--- config.mk ---
export PLATFORM = sky130hd
export DESIGN_NAME = seven_segment_text_scan_top
export DESIGN_NICKNAME = d
export VERILOG_FILES = /design/src/sv/sst_pkg.sv /design/src/sv/seven_segment_text_scan_top.sv /design/src/sv/sst_text_store.sv
export SDC_FILE = /design/constraint.sdc
export NUM_CORES = 1
export LEC_CHECK = 0
export ABC_AREA = 1
export BUFFER_PORTS_ARGS = -buffer_cell sky130_fd_sc_hd__buf_2
export CAP_MARGIN = 40
export CORE_ASPECT_RATIO = 0.9
export CORE_MARGIN = 1
export CORE_UTILIZATION = 55
export DETAILED_ROUTE_END_ITERATION = 10
export GPL_ROUTABILITY_DRIVEN = 1
export PLACE_DENSITY = 0.73
export SYNTH_ARGS = -nofsm -noshare
export SYNTH_HDL_FRONTEND = slang
export SYNTH_HIERARCHICAL = 1
export SYNTH_SLANG_ARGS = --single-unit
--- constraint.sdc ---
create_clock -name clock -period 4 [get_ports clock]
set_input_delay 0.6 -clock clock [delete_from_list [all_inputs] [get_ports clock]]
set_output_delay 0.6 -clock clock [all_outputs]
set_load 0.02 [all_outputs]
--- src/sv/sst_pkg.sv ---
package sst_pkg;

   localparam logic [1:0] FUNC_TEXT = 2'd0;
   localparam logic [1:0] FUNC_LED  = 2'd1;
   localparam logic [1:0] FUNC_SCAN = 2'd2;

   localparam logic CSR_SCAN_ENABLE = 1'b0;
   localparam logic CSR_MIRROR      = 1'b1;

   localparam logic [7:0] NUL_CODE = 8'h00;
   localparam logic [7:0] DOT_CODE = 8'h2E;
   localparam logic [7:0] DP_BIT   = 8'h80;
   localparam logic [7:0] BLANK    = 8'h00;

   typedef struct packed {
      logic       valid;
      logic [7:0] code;
      logic       last;
   } text_cmd_type;

   typedef struct packed {
      logic       hit;
      logic [7:0] data;
   } rd_rsp_type;

   function automatic logic [7:0] glyph(input logic [7:0] code);
      logic [7:0] seg;
      seg = BLANK;
      case (code)
         8'h20: seg = 8'h00;
         8'h2A: seg = 8'h63;
         8'h2D: seg = 8'h40;
         8'h2E: seg = 8'h80;
         8'h3D: seg = 8'h48;
         8'h5B: seg = 8'h39;
         8'h5D: seg = 8'h0F;
         8'h5F: seg = 8'h08;
         8'h30: seg = 8'h3F;
         8'h31: seg = 8'h06;
         8'h32: seg = 8'h5B;
         8'h33: seg = 8'h4F;
         8'h34: seg = 8'h66;
         8'h35: seg = 8'h6D;
         8'h36: seg = 8'h7D;
         8'h37: seg = 8'h07;
         8'h38: seg = 8'h7F;
         8'h39: seg = 8'h6F;
         8'h41: seg = 8'h77;
         8'h43: seg = 8'h39;
         8'h45: seg = 8'h79;
         8'h46: seg = 8'h71;
         8'h48: seg = 8'h76;
         8'h49: seg = 8'h30;
         8'h4A: seg = 8'h1E;
         8'h4C: seg = 8'h38;
         8'h4E: seg = 8'h37;
         8'h50: seg = 8'h73;
         8'h53: seg = 8'h6D;
         8'h55: seg = 8'h3E;
         8'h62: seg = 8'h7C;
         8'h63: seg = 8'h58;
         8'h64: seg = 8'h5E;
         8'h6E: seg = 8'h54;
         8'h6F: seg = 8'h5C;
         8'h71: seg = 8'h67;
         8'h72: seg = 8'h50;
         8'h74: seg = 8'h78;
         8'h75: seg = 8'h1C;
         8'h79: seg = 8'h6E;
         default: seg = BLANK;
      endcase
      return seg;
   endfunction

endpackage

--- src/sv/seven_segment_text_scan_top.sv ---
// seven-segment display scanner with a streaming text front end
// req channel: one word per cycle while req_ready is high; req_func selects
// text character, led slot write or scan tick. text words build a string in a
// spare bank of the digit ram; the word marked last_char swaps banks, so all
// text digits change at once and digits past the string read blank
// rsp channel: one word per enabled scan tick, carrying the slot's segment
// byte and the physical digit to enable; other words give nothing
// path: a scan tick is registered in the read stage (ram read and slot fields)
// at the edge that accepts it, then moves into the output register. throughput
// is one word per cycle on both sides while rsp_ready is high, set by the
// single-port read of the digit ram
// when rsp_ready is low the output register holds and the read stage fills;
// req_ready drops only when both are full
// csr port: index 0 scan enable, index 1 mirror text digits; write only
// while idle
// reset: all slots blank, scan at slot 0, scanning disabled, no clearing pass
module seven_segment_text_scan_top #(
   parameter int TEXT_DIGITS  = 4,
   parameter int SLOT_COUNT   = 5,
   parameter int BUFFER_CHARS = 16
) (
   input  logic       clock,
   input  logic       reset,
   input  logic       req_valid,
   output logic       req_ready,
   input  logic [1:0] req_func,
   input  logic [7:0] req_char_code,
   input  logic       req_last_char,
   input  logic [7:0] req_led_bits,
   output logic       rsp_valid,
   input  logic       rsp_ready,
   output logic [7:0] rsp_segments,
   output logic [2:0] rsp_digit_select,
   input  logic       csr_write,
   input  logic       csr_index,
   input  logic       csr_wdata
);

   localparam int PW = (SLOT_COUNT > 1) ? $clog2(SLOT_COUNT) : 1;
   localparam logic [PW-1:0] LAST_SLOT  = PW'(SLOT_COUNT - 1);
   localparam bit            LED_SHARED = (SLOT_COUNT <= TEXT_DIGITS);

   logic          enable_ff, enable_in;
   logic          mirror_ff, mirror_in;
   logic [PW-1:0] pos_ff, pos_in;
   logic [7:0]    led_ff, led_in;
   logic          led_ovr_ff, led_ovr_in;
   logic          s1_valid_ff, s1_valid_in;
   logic          s1_use_led_ff, s1_use_led_in;
   logic [7:0]    s1_led_ff, s1_led_in;
   logic [2:0]    s1_phys_ff, s1_phys_in;
   logic          rsp_valid_ff, rsp_valid_in;
   logic [7:0]    rsp_seg_ff, rsp_seg_in;
   logic [2:0]    rsp_dig_ff, rsp_dig_in;

   logic                  accept;
   logic                  scan_go;
   logic                  advance;
   logic [4:0]            phys;
   sst_pkg::text_cmd_type cmd;
   sst_pkg::rd_rsp_type   rd_rsp;

   assign advance   = !rsp_valid_ff || rsp_ready;
   assign req_ready = !s1_valid_ff || advance;
   assign accept    = req_valid && req_ready;
   assign scan_go   = accept && (req_func == sst_pkg::FUNC_SCAN) && enable_ff;

   assign cmd.valid = accept && (req_func == sst_pkg::FUNC_TEXT);
   assign cmd.code  = req_char_code;
   assign cmd.last  = req_last_char;

   sst_text_store #(
      .TEXT_DIGITS  (TEXT_DIGITS),
      .BUFFER_CHARS (BUFFER_CHARS),
      .POS_W        (PW)
   ) u_text (
      .clock  (clock),
      .reset  (reset),
      .cmd    (cmd),
      .rd_en  (scan_go),
      .rd_pos (pos_ff),
      .rd_rsp (rd_rsp)
   );

   always_comb begin
      enable_in = enable_ff;
      mirror_in = mirror_ff;
      if (csr_write) begin
         case (csr_index)
            sst_pkg::CSR_SCAN_ENABLE: enable_in = csr_wdata;
            sst_pkg::CSR_MIRROR:      mirror_in = csr_wdata;
            default: ;
         endcase
      end
   end

   always_comb begin
      led_in     = led_ff;
      led_ovr_in = led_ovr_ff;
      if (accept && req_func == sst_pkg::FUNC_LED) begin
         led_in     = req_led_bits;
         led_ovr_in = 1'b1;
      end
      if (cmd.valid && cmd.last) begin
         led_ovr_in = 1'b0;
      end
   end

   always_comb begin
      if (mirror_ff && pos_ff < TEXT_DIGITS) begin
         phys = 5'(TEXT_DIGITS - 1) - 5'(pos_ff);
      end else begin
         phys = 5'(pos_ff);
      end
   end

   always_comb begin
      pos_in        = pos_ff;
      s1_valid_in   = s1_valid_ff && !advance;
      s1_use_led_in = s1_use_led_ff;
      s1_led_in     = s1_led_ff;
      s1_phys_in    = s1_phys_ff;
      if (scan_go) begin
         pos_in        = (pos_ff == LAST_SLOT) ? '0 : pos_ff + 1'b1;
         s1_valid_in   = 1'b1;
         s1_use_led_in = (pos_ff == LAST_SLOT) && (!LED_SHARED || led_ovr_ff);
         s1_led_in     = led_ff;
         s1_phys_in    = phys[2:0];
      end
   end

   always_comb begin
      rsp_valid_in = rsp_valid_ff;
      rsp_seg_in   = rsp_seg_ff;
      rsp_dig_in   = rsp_dig_ff;
      if (advance) begin
         rsp_valid_in = s1_valid_ff;
         if (s1_use_led_ff) begin
            rsp_seg_in = s1_led_ff;
         end else begin
            rsp_seg_in = rd_rsp.hit ? rd_rsp.data : sst_pkg::BLANK;
         end
         rsp_dig_in = s1_phys_ff;
      end
   end

   always_ff @(posedge clock) begin
      if (reset) begin
         enable_ff    <= 1'b0;
         mirror_ff    <= 1'b0;
         pos_ff       <= '0;
         led_ff       <= '0;
         led_ovr_ff   <= 1'b0;
         s1_valid_ff  <= 1'b0;
         rsp_valid_ff <= 1'b0;
      end else begin
         enable_ff    <= enable_in;
         mirror_ff    <= mirror_in;
         pos_ff       <= pos_in;
         led_ff       <= led_in;
         led_ovr_ff   <= led_ovr_in;
         s1_valid_ff  <= s1_valid_in;
         rsp_valid_ff <= rsp_valid_in;
      end
   end

   always_ff @(posedge clock) begin
      s1_use_led_ff <= s1_use_led_in;
      s1_led_ff     <= s1_led_in;
      s1_phys_ff    <= s1_phys_in;
      rsp_seg_ff    <= rsp_seg_in;
      rsp_dig_ff    <= rsp_dig_in;
   end

   assign rsp_valid        = rsp_valid_ff;
   assign rsp_segments     = rsp_seg_ff;
   assign rsp_digit_select = rsp_dig_ff;

endmodule

--- src/sv/sst_text_store.sv ---
module sst_text_store #(
   parameter int TEXT_DIGITS  = 4,
   parameter int BUFFER_CHARS = 16,
   parameter int POS_W        = 3
) (
   input  logic                  clock,
   input  logic                  reset,
   input  sst_pkg::text_cmd_type cmd,
   input  logic                  rd_en,
   input  logic [POS_W-1:0]      rd_pos,
   output sst_pkg::rd_rsp_type   rd_rsp
);

   localparam int DW    = (TEXT_DIGITS > 1) ? $clog2(TEXT_DIGITS) : 1;
   localparam int NW    = $clog2(TEXT_DIGITS + 1);
   localparam int CW    = $clog2(BUFFER_CHARS);
   localparam int DEPTH = 2 ** (DW + 1);
   localparam logic [CW-1:0] MAX_CHARS = CW'(BUFFER_CHARS - 1);
   localparam logic [NW-1:0] FULL      = NW'(TEXT_DIGITS);

   // two banks: one shown, one being assembled
   logic [7:0]    mem [DEPTH];

   logic          bank_ff, bank_in;
   logic [NW-1:0] shown_ff, shown_in;
   logic [NW-1:0] next_ff, next_in;
   logic          prev_valid_ff, prev_valid_in;
   logic [DW-1:0] prev_idx_ff, prev_idx_in;
   logic [7:0]    prev_byte_ff, prev_byte_in;
   logic [CW-1:0] count_ff, count_in;
   logic          stopped_ff, stopped_in;
   logic          rd_hit_ff;
   logic [7:0]    rd_data_ff;

   logic          wr_en;
   logic [DW-1:0] wr_idx;
   logic [7:0]    wr_data;
   logic          stop;

   always_comb begin
      bank_in       = bank_ff;
      shown_in      = shown_ff;
      next_in       = next_ff;
      prev_valid_in = prev_valid_ff;
      prev_idx_in   = prev_idx_ff;
      prev_byte_in  = prev_byte_ff;
      count_in      = count_ff;
      stopped_in    = stopped_ff;
      wr_en         = 1'b0;
      wr_idx        = DW'(next_ff);
      wr_data       = sst_pkg::glyph(cmd.code);
      stop = (cmd.code == sst_pkg::NUL_CODE) || (count_ff >= MAX_CHARS) || (next_ff >= FULL);
      if (cmd.valid && !stopped_ff) begin
         if (stop) begin
            stopped_in = 1'b1;
         end else begin
            count_in = count_ff + 1'b1;
            wr_en    = 1'b1;
            if (cmd.code == sst_pkg::DOT_CODE && prev_valid_ff) begin
               wr_idx       = prev_idx_ff;
               wr_data      = prev_byte_ff | sst_pkg::DP_BIT;
               prev_byte_in = prev_byte_ff | sst_pkg::DP_BIT;
            end else begin
               prev_idx_in   = DW'(next_ff);
               prev_valid_in = 1'b1;
               prev_byte_in  = wr_data;
               next_in       = next_ff + 1'b1;
            end
         end
      end
      if (cmd.valid && cmd.last) begin
         shown_in      = next_in;
         bank_in       = ~bank_ff;
         next_in       = '0;
         prev_valid_in = 1'b0;
         prev_idx_in   = '0;
         count_in      = '0;
         stopped_in    = 1'b0;
      end
   end

   always_ff @(posedge clock) begin
      if (reset) begin
         bank_ff       <= 1'b0;
         shown_ff      <= '0;
         next_ff       <= '0;
         prev_valid_ff <= 1'b0;
         prev_idx_ff   <= '0;
         count_ff      <= '0;
         stopped_ff    <= 1'b0;
         rd_hit_ff     <= 1'b0;
      end else begin
         bank_ff       <= bank_in;
         shown_ff      <= shown_in;
         next_ff       <= next_in;
         prev_valid_ff <= prev_valid_in;
         prev_idx_ff   <= prev_idx_in;
         count_ff      <= count_in;
         stopped_ff    <= stopped_in;
         if (rd_en) begin
            rd_hit_ff <= (rd_pos < TEXT_DIGITS) && (rd_pos < shown_ff);
         end
      end
   end

   always_ff @(posedge clock) begin
      prev_byte_ff <= prev_byte_in;
      if (wr_en) begin
         mem[{~bank_ff, wr_idx}] <= wr_data;
      end
      if (rd_en) begin
         rd_data_ff <= mem[{bank_ff, DW'(rd_pos)}];
      end
   end

   assign rd_rsp.hit  = rd_hit_ff;
   assign rd_rsp.data = rd_data_ff;

endmodule

==> results of run 1 <==
[synthesized netlist by cell type, types with 5 or more instances]
master,number,area (µm²)
a21oi_1,35,175
o22ai_1,9,56.3
buf_2,7,35.0
dfxtp_1,31,621
inv_1,47,176
nand2_1,124,465
o21ai_0,64,320
nor2_1,93,349
ha_1,12,150
clkbuf_1,13,48.8
nand3_1,44,220
nand4_1,9,56.3
o211ai_1,5,37.5
inv_2,5,18.8
edfxtp_1,102,3060
a31oi_1,8,50.1
[stage by stage]
step	setup WS (ns)	util (%)
floorplan	1.37	-
global placement	0.893	59.5
detailed placement	0.791	59.8
CTS	1.20	65.2
global route	0.960	65.2
finish	1.19	65.2
[logic make-up after synthesis]
logic type      Yosys count
xor+xnor                  4
buf+inv                  79
compound gates          131
simple gates            284
flops                   133
fa+ha+maj                12
[worst max path at each step]
stage                      from                to  cells after the start
6_report       req_char_code[1]  u_text/mem[7][1]                     13
2_1_floorplan         rsp_ready  u_text/mem[1][0]                      9
3_5_place_dp          req_valid  u_text/mem[7][4]                      8
3_3_place_gp          req_valid  u_text/mem[7][7]                      8
5_1_grt        req_char_code[1]  u_text/mem[3][2]                     13
4_1_cts               rsp_valid  u_text/mem[7][4]                      8
[flip-flops by register name (all words and copies together) (netlist names), 2 cells and up]
register,count
u_text/shown_ff,3
led_ff,8
s1_led_ff,8
u_text/prev_byte_ff,7
u_text/count_ff,4
u_text/next_ff,3
s1_phys_ff,3
u_text/prev_idx_ff,2
rsp_digit_select,3
u_text/rd_data_ff,8
pos_ff,3
u_text/mem,64
rsp_segments,8
[power groups by stage]
stage,registers (W),clock network [W],logic (W)
6_report,0.00155,0.00151,0.000276
5_1_grt,0.00155,0.00159,0.000307
4_1_cts,0.00155,0.00152,0.000271
3_5_place_dp,0.00157,0,0.000269
3_3_place_gp,0.00157,0,0.000267
2_1_floorplan,0.00157,0,0.000188
[worst register-to-register path, stage by stage, from the launching register on]
cell     delay, ns
dfxtp_1       0.32
nand3_1       0.10
nand2_1       0.08
nor3_1        0.34
nand2_1       0.22
nor2_8        0.29
inv_2         0.18
or2_4         0.31
nor2_1        0.56
[layer usage]
layer	vias to the layer above	global-route usage, %
met2	212	38.1
met4	0	11.5
met3	33	5.28
met1	2254	35.2
li1	2298	-
met5	-	0
[cell type report]
class	count	area, µm²
fill	856	3780
timing repair buffer	48	285
sequential	133	3680
tap	152	190
clock buffer	20	457
inverter	54	203
clock inverter	12	129
multi-input combinational	431	2130
==> flow_summary.yaml, run 1 <==
sta:
  hold_ws_ns: 0.423
  tightest_slew_ns: 1.01
  finalHoldViolCount: 0
  relSlewSlack_pct: 32.2
  setup_viol: 0
  grt_setup_unrepaired: "false"
  skew_ns: 0.00780
  drv_slew: 0
  fin_tns_setup_ns: 0
  finalCriticalPeriod_ns: 2.81
  fin_crit_sh_pct: 70.2
  fmax_ghz: 0.356
placement:
  gp_congestion: 0.926
  port_buffers: 38
  dpl-instance-area_um2: 6490
  dp.cells: 818
  place_hpwl_um: 9670
clock_tree:
  clkSinkCount: 133
  clockBufferDepth: 2
  cts_max_level: 4
  clk_latency_ns: 0.41
  post_cts_resized: 0
  cts-root-buf: "clkbuf_16"
  clk_pin_slew_ns: 0.06
  hold_buffers: 0
  postCtsSetupBuffers: 0
  cts_tree: "yes"
  cts_inserted_buffers: 17
detailed_routing:
  dr.first_iter.drc_count: 590
  viasPerCell: 5.64
  postRouteAntennaNets: 0
  routed_wl_um: 13800
  wl_met3_um: 1060
  wl_met1_um: 6090
  highest_layer: "met4"
  dr.pass1.iters: 5
  wire_per_inst_um: 16.2
  route.met2.wl_um: 6350
  via_count: 4797
  drcViolationCount: 0
die:
  fp.coreArea_um2: 10900
  row_count: 36
  die-area_um2: 11600
  die_w_um: 113
  die_h_um: 102
  start_util_pct: 56.5
  io_pins: 39
layout:
  final_common_cell: "nand2_1"
  diodes: 0
  area_delta_synth_final_pct: 15.2
  layout-drive-gt1-share_pct: 13.6
  finalNetCount: 723
  mostFrequentLayoutCells: "nand2_1 (124), edfxtp_1 (102), nor2_1 (93)"
  finalInstanceArea_um2: 7070
  final_cell_count_no_fill: 850
worst_setup_path:
  critPathKind: "input pin to flip-flop"
  cp_num_buf_inv: 4
  worst_path_most_repeated_cell: "nand2_1"
  reg2reg_slack_ns: 1.22
  crit_family: "simple AND/OR/NAND/NOR gates"
  crit_path_end_kind: "flip-flop"
  r2r_end: "u_text/mem[7][1]"
  worst_setup_path_start_kind: "input pin"
  slowest_delay_ns: 0.55
  required_ns: 4.03
  r2r_start: "rsp_valid"
  arrival_ns: 2.84
  rr_worst_depth: 8
  cp_slowest_cell: "nor2_1"
  cp_max_fo: 16
  path_cells: "buf_2 -> inv_1 -> ha_1 -> inv_1 -> nor2_1 -> nand4_1 -> nand2_2 -> nor2_8 -> inv_2 -> nand2_1 -> nand2_1 -> nand2_1 -> nor2_1"
global_routing:
  grt_overflow: 0
  grt_max_degree: 35
  groute.usage.overall_pct: 25.2
  grt_pass1_vias: 4313
  grt_pass1_wl_um: 21800
  antenna_found_initial: 0
logic_synthesis:
  synth-simple-area-share_pct: 20.0
  syn_nets: 681
  async_flop_share_pct: 0
  syn_inst: 643
  synth_compound_area_share_pct: 11.6
  muxShareOfSynthArea_pct: 0
  yosys_warnings: 6
  synth-seq-cells: 133
  synth-edff-count: 102
  syn-mean-instance-area_um2: 9.54
  yosysSeqAreaShare_pct: 60.0
  ys_types: 38
  synthAdderAreaFrac_pct: 2.45
  synth_ff_type: "edfxtp_1"
  syn-cell-area_um2: 6140
  synth-xor-area-share_pct: 0.571
  synth_top_family_by_area: "simple AND/OR/NAND/NOR gates"
pwr:
  ir_drop_uv: 235
  p_clk_share_pct: 45.3
  combPwrFrac_pct: 8.3
  pwr-share-seq_pct: 46.4
  p_int_w: 0.00256
  total_power_w: 0.00333
  power.density_nw_per_um2: 471
  switchingPower_w: 0.000773
  p_leak_nw: 2.80
  swShare_pct: 23.2
hold_path:
  min_path_type: "flip-flop to flip-flop"
  whs_path_depth: 0
  worst_hold_path.endpoint: "s1_led_ff[7]"
  hp-start: "led_ff[7]"
run_status:
  run_status: "completed"
run:
  cap_viol_max_count: 0
Power figures use the tool's default switching activity.
==> run 2, diff against run 1 <==
--- a/config.mk
+++ b/config.mk
@@ -5,7 +5,7 @@
 export SDC_FILE = /design/constraint.sdc
 export NUM_CORES = 1
 export LEC_CHECK = 0
-export ABC_AREA = 1
+export ABC_AREA = 0
 export BUFFER_PORTS_ARGS = -buffer_cell sky130_fd_sc_hd__buf_2
 export CAP_MARGIN = 40
 export CORE_ASPECT_RATIO = 0.9
==> constraint.sdc (replaced) <==
create_clock -name clock -period 2.7 [get_ports clock]
set_input_delay 0.405 -clock clock [delete_from_list [all_inputs] [get_ports clock]]
set_output_delay 0.405 -clock clock [all_outputs]
set_load 0.02 [all_outputs]
==> flow_summary.yaml, run 2 <==
logic_synthesis:
  ys_top_cells_by_area: "edfxtp_1 (49%), dfxtp_1 (10%), mux4_2 (6.2%), mux2i_1 (3.2%), nand2b_1 (2.6%)"
  synth_ff_type: "edfxtp_1"
  async_flop_share_pct: 0
  syn-cell-area_um2: 6190
  ys_types: 62
  yosys_warnings: 6
  post-synth-top-count-cell: "edfxtp_1"
  synth-edff-count: 102
  synth-seq-cells: 133
  yosysSeqAreaShare_pct: 59.5
  synth_top_area_cell: "edfxtp_1"
  synthTopCellsByCount: "edfxtp_1 (102), dfxtp_1 (31), nand2b_1 (26)"
  synth_top_area_share_pct: 49.5
  syn-mean-instance-area_um2: 13.5
  syn_inst: 460
  syn_nets: 498
detailed_routing:
  wire_per_inst_um: 18.9
  drcViolationCount: 0
  dr.pass1.iters: 5
  postRouteAntennaNets: 0
  routed_wl_um: 12900
  via_count: 4027
  dr.first_iter.drc_count: 243
  viasPerCell: 5.90
global_routing:
  top_usage_layer: "met2"
  met3_usage_pct: 6.47
  antenna_found_initial: 0
  grt_overflow: 0
  groute.usage.overall_pct: 23.7
  grt_use_met1_pct: 31.7
  grt_pass1_wl_um: 20400
  met2_usage_pct: 38.4
  grt_pass1_vias: 3867
  grt_max_degree: 30
hold_path:
  min_path_type: "input pin to flip-flop"
run:
  cap_viol_max_count: 0
die:
  io_pins: 39
  start_util_pct: 56.8
  die_h_um: 103
  row_count: 36
  fp.coreArea_um2: 10900
  die-area_um2: 11700
  die_w_um: 114
clock_tree:
  cts_tree: "yes"
  cts_max_level: 4
  clk_latency_ns: 0.41
  hold_buffers: 0
  post_cts_resized: 0
  cts-root-buf: "clkbuf_16"
  clockBufferDepth: 2
  cts_inserted_buffers: 17
  clkSinkCount: 133
  clk_pin_slew_ns: 0.06
  postCtsSetupBuffers: 0
worst_setup_path:
  cp-startpoint: "rsp_valid"
  crit_path_end_kind: "flip-flop"
  reg2reg_slack_ns: 0.29
  critPathKind: "flip-flop to flip-flop"
  r2r_start: "rsp_valid"
  worst_setup_path_start_kind: "flip-flop"
  required_ns: 2.81
  endpoint: "u_text/mem[2][6]"
  cp_max_fo: 8
  rr_worst_depth: 8
  r2r_end: "u_text/mem[2][6]"
  arrival_ns: 2.52
sta:
  setup_ws_ns: 0.290
  setup_viol: 0
  fmax_ghz: 0.415
  skew_ns: 0.00883
  finalHoldViolCount: 0
  drv_slew: 0
  relSlewSlack_pct: 55.3
  fin_crit_sh_pct: 89.3
  hold_ws_ns: 0.245
  tightest_slew_ns: 0.670
  finalCriticalPeriod_ns: 2.41
  grt_setup_unrepaired: "false"
pwr:
  power.density_nw_per_um2: 647
  p_leak_nw: 2.65
  ir_drop_uv: 457
layout:
  fin_util_pct: 66.4
  largest_reg_flops: 64
  largest_register: "u_text/mem"
  final_common_cell: "edfxtp_1"
  fillerInstances: 834
  area_delta_synth_final_pct: 17.0
  finalNetCount: 556
  mostFrequentLayoutCells: "edfxtp_1 (102), buf_2 (38), dfxtp_1 (31)"
  diodes: 0
  layout-drive-gt1-share_pct: 28.1
run_status:
  run_status: "completed"
placement:
  place_hpwl_um: 8640
  port_buffers: 38
  dp_worst_setup_slack_ns: -0.0283
  gp_congestion: 0.891
-- run 2: per-layer routing --
layer	share of wire [%]	vias to the layer above
li1	-	1904
met4	1.1	0
met1	44	1986
met2	49	125
met3	5.7	12
met5	0	-
-- run 2: where the power goes --
part,internal [W],switching [W],leakage [nW]
Clock,0.00132,0.000827,0.280
Combinational,0.000127,0.000177,1.16
Sequential,0.00222,0.0000143,1.21
Total,0.00367,0.00102,2.65
-- run 2: final cells by class --
class	instances	area (µm²)	share of cell area (%)
Sequential cell	133	3680	50.9
Multi-Input combinational cell	283	2320	32.1
Clock buffer	20	458	6.32
Timing Repair Buffer	68	428	5.91
Tap cell	152	190	2.63
Clock inverter	12	101	1.40
Inverter	15	56.3	0.777
-- run 2: worst min path at each step --
stage,from,endpoint,depth (start not counted)
final,csr_wdata,enable_ff,3
after global routing,csr_wdata,enable_ff,3
after floorplan,s1_phys_ff[0],rsp_digit_select[0],0
after global placement,s1_phys_ff[1],rsp_digit_select[1],0
after CTS,csr_wdata,enable_ff,3
after detailed placement,s1_phys_ff[1],rsp_digit_select[1],0
-- run 2: metrics by stage --
step                      cells  total power [W]  TNS (ns)  area (µm²)
after global placement      651          0.00257         0        6680
after CTS                   683          0.00472         0        7240
final                       683          0.00469         0        7240
after detailed placement    651          0.00258    -0.225        6680
after global routing        683          0.00483         0        7240
after floorplan             460          0.00248   -0.0405        6200
-- run 2: cell families after synthesis --
family / after synthesis / synth area share (%)
DFF: 133 / 59.5
xor gates and xnor gates: 7 / 0.991
muxes: 51 / 12.0
adders and majority gates: 12 / 2.43
and+or+nand+nor: 115 / 10.5
AOI/OAI and AO/OA: 98 / 11.5
buffers and inverters: 44 / 3.17
-- run 2: worst max-delay path, cell delays in order, from the launching register on --
cell,delay (ns)
dfxtp_1,0.32
and3b_2,0.25
nor4b_1,0.42
nor2b_1,0.23
nand2_1,0.20
inv_1,0.17
nand2_1,0.11
nor3_1,0.19
buf_4,0.21
==> run 3, diff against run 2 <==
--- a/config.mk
+++ b/config.mk
@@ -11,9 +11,11 @@
 export CORE_ASPECT_RATIO = 0.9
 export CORE_MARGIN = 1
 export CORE_UTILIZATION = 55
+export CTS_BUF_LIST = sky130_fd_sc_hd__clkbuf_8
 export DETAILED_ROUTE_END_ITERATION = 10
 export GPL_ROUTABILITY_DRIVEN = 1
 export PLACE_DENSITY = 0.73
+export RECOVER_POWER = 50
 export SYNTH_ARGS = -nofsm -noshare
 export SYNTH_HDL_FRONTEND = slang
 export SYNTH_HIERARCHICAL = 1
==> flow_summary.yaml, run 3 (synthesis results as in run 2) <==
run_status:
  run_status: "completed"
global_routing:
  grt_overflow: 0
  grt_max_degree: 30
  grt_pass1_vias: 3858
  groute.usage.overall_pct: 22.8
  grt_pass1_wl_um: 19700
  antenna_found_initial: 0
worst_setup_path:
  endpoint: "u_text/mem[4][4]"
  rr_worst_depth: 8
  required_ns: 2.94
  arrival_ns: 2.80
  cp_max_fo: 10
  r2r_end: "u_text/mem[4][4]"
  critPathKind: "input pin to flip-flop"
  crit_path_end_kind: "flip-flop"
  r2r_start: "rsp_valid"
  worst_setup_path_start_kind: "input pin"
  reg2reg_slack_ns: 0.27
  cp-startpoint: "req_char_code[0]"
layout:
  mostFrequentLayoutCells: "edfxtp_1 (102), dfxtp_1 (31), nand2b_1 (26)"
  largest_reg_flops: 64
  diodes: 0
  layout-drive-gt1-share_pct: 23.4
  area_delta_synth_final_pct: 13.3
  seq_area_um2: 3680
  largest_register: "u_text/mem"
  fillerInstances: 870
  final_cell_count_no_fill: 683
  final_common_cell: "edfxtp_1"
  multi_input_area_um2: 2320
  finalNetCount: 556
pwr:
  p_leak_nw: 2.50
  switchingPower_w: 0.000933
  combPwrFrac_pct: 7.3
  pwr-share-seq_pct: 54.7
  p_int_w: 0.00315
  ir_drop_uv: 288
  p_clk_share_pct: 38.0
  swShare_pct: 22.8
  power.density_nw_per_um2: 583
die:
  die_h_um: 103
  die_w_um: 114
  start_util_pct: 56.8
  io_pins: 39
  die-area_um2: 11700
  fp.coreArea_um2: 10900
  row_count: 36
clock_tree:
  hold_buffers: 0
  cts_max_level: 4
  cts_tree: "yes"
  post_cts_resized: 0
  clkSinkCount: 133
  clk_latency_ns: 0.43
  clockBufferDepth: 2
  clk_pin_slew_ns: 0.07
  postCtsSetupBuffers: 0
  cts-root-buf: "clkbuf_8"
  cts_inserted_buffers: 17
sta:
  fmax_ghz: 0.390
  setup_viol: 0
  tightest_slew_ns: 1.21
  skew_ns: 0.0106
  grt_setup_unrepaired: "false"
  hold_ws_ns: 0.226
  setup_ws_ns: 0.136
  fin_crit_sh_pct: 95.0
  finalHoldViolCount: 0
  relSlewSlack_pct: 19.3
  finalCriticalPeriod_ns: 2.56
  drv_slew: 0
detailed_routing:
  routed_wl_um: 12400
  via_count: 3950
  dr.pass1.iters: 5
  viasPerCell: 5.78
  dr.first_iter.drc_count: 210
  wire_per_inst_um: 18.2
  postRouteAntennaNets: 0
  drcViolationCount: 0
hold_path:
  min_path_type: "input pin to flip-flop"
placement:
  port_buffers: 38
  gp_congestion: 0.891
  dp_worst_setup_slack_ns: -0.0283
  dp.cells: 651
  place_hpwl_um: 8640
run:
  cap_viol_max_count: 0
## run 3: cell types whose count changed in the layout (fill, tap and decap cells not counted), moves of 2 or more
| cell | delta |
|---|---|
| mux2_2 | -2 |
| buf_2 | -14 |
| clkbuf_8 | +17 |
| inv_1 | +3 |
| mux2_1 | +2 |
| clkbuf_16 | -18 |
| clkbuf_1 | +17 |
| buf_4 | -6 |
## run 3: worst max-delay path, cell delays in order
cell and delay, ns:
clkbuf_1 0.31, inv_1 0.15, ha_1 0.50, mux2i_1 0.19
mux4_2 0.49, nor4_1 0.44, a31oi_1 0.07, nand2_1 0.23
## run 3: area by class of cell
cell class                      count  share of cell area (%)
Sequential cell                   133                    52.5
Multi-Input combinational cell    283                    33.1
Timing Repair Buffer               68                    5.55
Clock buffer                       17                    3.34
Tap cell                          152                    2.71
Inverter                           15                   0.803
Clock inverter                     15                    1.98
## run 3: power by group through the flow
stage          Clock [W]  Sequential (W)  Combinational (W)
2_1_floorplan          0         0.00228           0.000200
3_3_place_gp           0         0.00228           0.000293
3_5_place_dp           0         0.00228           0.000298
4_1_cts          0.00158         0.00224           0.000299
5_1_grt          0.00167         0.00224           0.000326
6_report         0.00155         0.00224           0.000298
## run 3: routing by layer
layer / GRT usage (%) / vias up / routed length (µm)
met5: 0 / - / 0
met4: 8.69 / 0 / 140
met3: 5.58 / 12 / 702
met2: 36.3 / 116 / 5950
met1: 30.8 / 1925 / 5610
li1: - / 1897 / -
## run 3: worst min-delay path by stage
stage	cells after the start	endpoint	slack (ns)	from
6_report	3	enable_ff	0.23	csr_wdata
5_1_grt	3	enable_ff	0.21	csr_wdata
4_1_cts	3	enable_ff	0.20	csr_wdata
3_5_place_dp	0	rsp_digit_select[1]	0.41	s1_phys_ff[1]
3_3_place_gp	0	rsp_digit_select[1]	0.40	s1_phys_ff[1]
2_1_floorplan	0	rsp_digit_select[0]	0.40	s1_phys_ff[0]
## run 3: stage by stage
stage	setup TNS [ns]	area (µm²)	util, %	power (W)
2_1_floorplan	-0.0405	6200	-	0.00248
3_3_place_gp	0	6680	61.3	0.00257
5_1_grt	0	7010	64.3	0.00423
4_1_cts	0	7060	64.7	0.00412
3_5_place_dp	-0.225	6680	61.3	0.00258
6_report	0	7010	64.3	0.00409
